**src/fde_pkg.sv**
```systemverilog
`timescale 1ns / 1ps
`default_nettype none
// ----------------------------------------------------------------------------
// fde_pkg
// Shared constants, types and helpers of the feedback delay echo.
// ----------------------------------------------------------------------------
package fde_pkg;

	localparam int LINE_DEPTH  = 65536;
	localparam int ADDR_BITS   = $clog2(LINE_DEPTH);
	localparam int LEN_BITS    = ADDR_BITS + 1;
	localparam int SAMPLE_BITS = 16;
	localparam int GAIN_BITS   = 16;
	localparam int GAIN_FRAC   = 15;
	localparam int UNITY_GAIN  = 32768;
	localparam int SUM_BITS    = 20;
	localparam int PADDR_BITS  = 4;
	localparam int PDATA_BITS  = 32;
	localparam int SMP_MAX     = 2 ** (SAMPLE_BITS - 1) - 1;
	localparam int SMP_MIN     = -(2 ** (SAMPLE_BITS - 1));

	// register indexes, word address divided by four
	typedef enum logic [1:0] {
		REG_LINE_LENGTH = 2'd0,
		REG_FEEDBACK    = 2'd1,
		REG_WET_MIX     = 2'd2,
		REG_UNUSED      = 2'd3
	} reg_idx_t;

	typedef struct packed {
		logic                        line_clear;
		logic [LEN_BITS-1:0]         line_length;
		logic signed [GAIN_BITS-1:0] feedback_gain;
		logic [GAIN_BITS-1:0]        wet_mix;
	} cfg_t;

	// clamp a widened sum to the sample range
	function automatic logic signed [SAMPLE_BITS-1:0] sat_sample(
		input logic signed [SUM_BITS-1:0] v
	);
		logic signed [SUM_BITS-1:0] hi;
		logic signed [SUM_BITS-1:0] lo;
		hi = SUM_BITS'(SMP_MAX);
		lo = SUM_BITS'(SMP_MIN);
		if (v > hi) begin
			return hi[SAMPLE_BITS-1:0];
		end else if (v < lo) begin
			return lo[SAMPLE_BITS-1:0];
		end
		return v[SAMPLE_BITS-1:0];
	endfunction

endpackage
`default_nettype wire

```
**src/fde_cfg_regs.sv**
```systemverilog
`timescale 1ns / 1ps
`default_nettype none
// ----------------------------------------------------------------------------
// fde_cfg_regs
// APB-style register bank: line length, feedback gain and wet mix.
// ----------------------------------------------------------------------------
module fde_cfg_regs import fde_pkg::*; (
	input  wire logic                  clk,
	input  wire logic                  arst_n,
	input  wire logic                  psel,
	input  wire logic                  penable,
	input  wire logic                  pwrite,
	input  wire logic [PADDR_BITS-1:0] paddr,
	input  wire logic [PDATA_BITS-1:0] pwdata,
	output logic      [PDATA_BITS-1:0] prdata,
	output logic                       pready,
	output cfg_t                       cfg
);

	logic                        wr;
	reg_idx_t                    idx;
	logic [LEN_BITS-1:0]         len_q;
	logic signed [GAIN_BITS-1:0] fb_q;
	logic [GAIN_BITS-1:0]        wet_q;
	logic [LEN_BITS-1:0]         len_in;
	logic [GAIN_BITS-1:0]        wet_in;

	assign pready = 1'b1;
	assign wr     = psel && penable && pwrite;
	assign idx    = reg_idx_t'(paddr[3:2]);

	// clamp incoming length and wet fraction
	always_comb begin
		len_in = pwdata[LEN_BITS-1:0];
		if (len_in > LEN_BITS'(LINE_DEPTH)) begin
			len_in = LEN_BITS'(LINE_DEPTH);
		end
		wet_in = pwdata[GAIN_BITS-1:0];
		if (wet_in > GAIN_BITS'(UNITY_GAIN)) begin
			wet_in = GAIN_BITS'(UNITY_GAIN);
		end
	end

	// write the addressed register
	always_ff @(posedge clk or negedge arst_n) begin
		if (!arst_n) begin
			len_q <= '0;
			fb_q  <= '0;
			wet_q <= '0;
		end else if (wr) begin
			case (idx)
				REG_LINE_LENGTH: len_q <= len_in;
				REG_FEEDBACK:    fb_q  <= pwdata[GAIN_BITS-1:0];
				REG_WET_MIX:     wet_q <= wet_in;
				default: ;
			endcase
		end
	end

	// read back
	always_comb begin
		case (idx)
			REG_LINE_LENGTH: prdata = PDATA_BITS'(len_q);
			REG_FEEDBACK:    prdata = PDATA_BITS'(unsigned'(fb_q));
			REG_WET_MIX:     prdata = PDATA_BITS'(wet_q);
			default:         prdata = '0;
		endcase
	end

	// a length write also restarts the line
	assign cfg.line_clear    = wr && (idx == REG_LINE_LENGTH);
	assign cfg.line_length   = len_q;
	assign cfg.feedback_gain = fb_q;
	assign cfg.wet_mix       = wet_q;

endmodule
`default_nettype wire

```
**config.mk**
```make
export PLATFORM = sky130hd
export DESIGN_NAME = fde_cfg_regs
export DESIGN_NICKNAME = d
export VERILOG_FILES = /design/src/fde_pkg.sv /design/src/fde_cfg_regs.sv
export SDC_FILE = /design/constraint.sdc
export NUM_CORES = 1
export LEC_CHECK = 0
export BUFFER_PORTS_ARGS = -buffer_cell sky130_fd_sc_hd__buf_4
export CAP_MARGIN = 20
export CORE_UTILIZATION = 45
export CTS_CLUSTER_SIZE = 10
export DETAILED_ROUTE_END_ITERATION = 12
export MAX_ROUTING_LAYER = met4
export PLACE_DENSITY = 0.82
export SYNTH_ARGS = -nofsm -noshare
export SYNTH_HDL_FRONTEND = slang
export SYNTH_SLANG_ARGS = --single-unit
```
**constraint.sdc**
```tcl
create_clock -name clk -period 2.7 [get_ports clk]
set_input_delay 0.54 -clock clk [delete_from_list [all_inputs] [get_ports clk]]
set_output_delay 0.54 -clock clk [all_outputs]
set_load 0.01 [all_outputs]
```
======== Word level (Yosys, flattened, before mapping) ========
Index checks and enable logic that the tools add are counted.
word-level totals
  logic and storage cells ................. 17
  latch bits .............................. 0
  memory bits (read-only) ................. 0
  output and inout bits ................... 83
  memory bits (writable) .................. 0
  flip-flop bits (word level) ............. 49
  memories kept ........................... 0
operators by class
  magnitude comparators ................... 2
  div/mod/pow operators ................... 0
  shifts and indexed selects .............. 0
  mux-type cells .......................... 3
  reduce and logical (&&, ||, !) cells .... 7
  equality and inequality tests ........... 2
  add/subtract/negate cells ............... 0
  bitwise gates (word level) .............. 0
  $mul .................................... 0
operators by type and width
  cell                    number
  $pmux W17 S3            1
  $gt A17 B17 Y1 const B  1
  $mux W17                1
  $gt A16 B16 Y1 const B  1
  $mux W16                1
  $reduce_and A2 Y1       3
  $logic_and A1 B1 Y1     3
  $eq A2 B1 Y1 const B    1
  $eq A2 B2 Y1 const B    1
  $logic_not A2 Y1        1

======== Logic depth before layout (Yosys ltp) ========
  word-level depth ........................ 3
  gate-level depth with buffers ........... 6
  gate-level depth less buffers ........... 3

======== Worst setup path after synthesis ========
OpenSTA, ideal clock, no wires.
  kind .................................... input to output
  start ................................... input paddr[2]
  end ..................................... output cfg[49] in the netlist's numbering
  required time ........................... 2.160 ns
  arrival time ............................ 1.395 ns
  stages on the path ...................... 5
  path slack .............................. 0.765 ns
  path through ............................ buf_6 > or3_1 > buf_6 > buf_12 > inv_1
RTL lines
  element      line                RTL
  from (decl)  fde_cfg_regs.sv:13  input wire logic [PADDR_BITS-1:0] paddr,
  to (decl)    fde_cfg_regs.sv:17  output cfg_t cfg

======== Worst setup path after layout ========
  start ................................... input paddr[2]
  end ..................................... output prdata[8]
between the ends
  cells in the longest elaborated chain, start to end .. 2
RTL lines
  element                               line                RTL
  $eq A2 B2 Y1 (tied with other cells)  fde_cfg_regs.sv:62  case (idx)
  $pmux W17 S3 (*)                      fde_cfg_regs.sv:62
  to (decl)                             fde_cfg_regs.sv:15  output logic [PDATA_BITS-1:0] prdata,
Mark *: on every way between the ends. The rest lies on a longest branch, timed or not.

==> reports/metrics.csv <==
stage;metric;value;unit
floorplan;Core Box Area;5608;um^2
detailed_routing;drt pass-1 iters;5;
placement;Buffers on Ports;90;
final_layout;ratio of cells with drive above 1 in the final layout;0.4260;
power;Total Power;2.339;mW
floorplan;io pins;124;
sta;Setup Viol. Count Final;0;
sta;Worst Tran Pin Value;0.6809;ns
sta;fin crit period;2.103;ns
synth;Yosys top cell by area;dfrtp_1;
synth;sequential area share after synthesis;0.4614;
global_route;GRT Total Usage;0.2445;
worst_setup_path;RR Endpoint;len_q[12]$_DFFE_PN0P_;
synth;Area contributors post-synth;dfrtp_1, mux2_2, mux2i_1;
synth;dominant synthesized flop cell;dfrtp_1;
power;Max IR drop VDD;0.3789;mV
clocking;CTS tree;built;
synth;count leader, synth;dfrtp_1;
worst_setup_path;Critical Path Sink Type;output pin;
sta;Max Slew Vio Count;0;
detailed_routing;final WL;7094;um
power;Flop pwr share;0.430;
worst_setup_path;Critical Path RT;2.16;ns
worst_hold_path;HP Class;in -> async;
synth;Synth Cell Area;2658;um^2
final_layout;# diodes;0;
worst_setup_path;R2R Path Start;len_q[12]$_DFFE_PN0P_;
synth;Syn. warnings;0;
detailed_routing;Routed WL per cell;17.60;um
power;Internal;1.646;mW
clocking;CTS Root Cell;clkbuf_8;
power;portion of total power attributed to combinational logic;0.306;
floorplan;die height;78.85;um
worst_setup_path;WP data arrival;1.56;ns
sta;RSZ-0062 raised after global routing;no;
placement;DP HPWL;4868;um
final_layout;Net count, final;371;
sta;Final period util;0.7787;
global_route;largest net degree at the start of global routing;50;
synth;Post-synth EDFFs;0;
floorplan;initial core utilization;0.4739;
synth;Syn Area/Cell;10.80;um^2
clocking;Longest Clk Path Bufs;2;
detailed_routing;vias per cell;5.481;
sta;setup_tns;0;ns
synth;top-area cell type share of the netlist area;0.4614;
placement;Post-Place Worst Slack;0.5656;ns
power;clock share of power;0.264;
synth;ys async rst share;1.000;
global_route;first-pass GRT wire length;11340;um
detailed_routing;via count;2209;
detailed_routing;ANT nets after route;0;
worst_setup_path;internal reg-to-reg setup slack;1.91;ns
power;switching part of the total;0.2965;
floorplan;number of core rows;27;
final_layout;area growth from synthesis to layout;29.00;%
clocking;# resized after CTS;0;
run;max-cap violation count;0;
placement;placer's final routability congestion estimate;0.7555;
worst_setup_path;reg2reg path depth;1;
clocking;worst-skew pair later-pin latency;0.30;ns
sta;Final Skew;0;ns
clocking;# H-tree levels;2;
worst_setup_path;Max FO, Critical Path;21;
synth;synth cell count leaders;dfrtp_1, o21ai_0, mux2_2;
synth;Synth Instances;246;
clocking;clk sinks;49;
sta;Fmax;475.6;MHz
worst_setup_path;Setup Crit Path Kind;in -> out;
power;pwr dens;682.4;nW/um^2
synth;Yosys reg bits;49;
power;LEAKAGE;1.749;nW
power;Sw Pwr;693.5;uW
clocking;Post-CTS Setup Inserts;0;
sta;fin worst setup slack;0.5975;ns
detailed_routing;DRC;0;
synth;Netlist cell types;25;
global_route;grt ovf;0;
worst_setup_path;Startpoint Class;input port;
clocking;hold_buf cts;0;
floorplan;Die W;78.85;um
outcome;status;complete, no violations;
detailed_routing;Detailed Route Iter0 Violations;166;
sta;Worst slew margin;0.5447;
global_route;initial antenna violation count;0;
sta;final hold viol count;0;
floorplan;Die ar.;6217;um^2
clocking;Reg clk slew, reported paths;0.09;ns
clocking;CTS buffer count;5;
global_route;vias in the first global route;2218;
==> critical path, stage by stage <==
cell and delay, ns:
buf_4 0.24, nor2b_1 0.20, buf_4 0.24, nand2_1 0.07, o21ai_0 0.10, buf_4 0.17
==> metrics by stage <==
stage	util	instances	hold slack, ns	instance area [um^2]
after floorplan	-	260	0.2444	2710
after global placement	0.5875	395	0.5187	3294
after detailed placement	0.5875	395	0.5195	3294
after CTS	0.6113	403	0.2657	3428
after global routing	0.6113	403	0.2778	3428
final	0.6113	403	0.2408	3428
==> how the worst max path moves through the flow <==
stage                                        to  cells after the start  slack [ns]       from
after detailed placement  wet_q[13]$_DFFE_PN0P_                      4        0.57  pwdata[7]
after global placement     wet_q[1]$_DFFE_PN0P_                      4        0.62  pwdata[7]
after floorplan                         cfg[49]                      5        0.77   paddr[2]
after CTS                             prdata[8]                      6        0.61   paddr[2]
final                                 prdata[8]                      6        0.60   paddr[2]
after global routing                  prdata[9]                      6        0.47   paddr[2]
==> cell usage in the layout, fill, tap and decap left out, types with 3 or more instances in the layout <==
master / n
dfrtp_1: 49
o21ai_0: 32
a22oi_1: 15
buf_4: 99
conb_1: 16
mux2_4: 9
mux2_2: 24
nor2b_1: 18
nand3_1: 15
nor4_1: 3
mux2i_1: 16
clkbuf_8: 5
nand2_1: 16
==> cells by family after synthesis <==
logic type      Yosys count  share of synthesized area
other cells               2                   0.002826
compound gates           47                     0.1026
mux                      49                     0.2128
buf+inv                  37                    0.09510
simple gates             62                     0.1252
flops                    49                     0.4614
==> power groups by stage <==
stage          registers, mW  clock network (mW)  logic, mW
5_1_grt                 1.02               0.655      0.775
6_report                1.01               0.618      0.716
4_1_cts                 1.00               0.624      0.722
3_5_place_dp            1.02                   0      0.720
3_3_place_gp            1.01                   0      0.699
2_1_floorplan           1.06                   0      0.288
==> state kept, by name, summed over array words and instances (netlist names) <==
| name | flops |
|---|---|
| fb_q | 16 |
| len_q | 17 |
| wet_q | 16 |
==> layout make-up <==
| class | instances | area (um^2) |
|---|---|---|
| Timing Repair Buffer | 99 | 743.2 |
| Multi-Input combinational cell | 174 | 1231 |
| Fill cell | 475 | 2180 |
| Clock buffer | 5 | 68.82 |
| Inverter | 1 | 3.754 |
| Sequential cell | 49 | 1226 |
| Tap cell | 72 | 90.09 |
| Clock inverter | 3 | 65.06 |
==> metal layers <==
| metal | vias to the layer above | track usage | wire, um |
|---|---|---|---|
| met5 | - | - | 0 |
| met4 | 0 | 0.09455 | 133 |
| met3 | 13 | 0.03678 | 354 |
| met2 | 87 | 0.3991 | 3441 |
| met1 | 1108 | 0.3076 | 3164 |
| li1 | 1001 | - | - |
(Power assumes the default switching activity.)
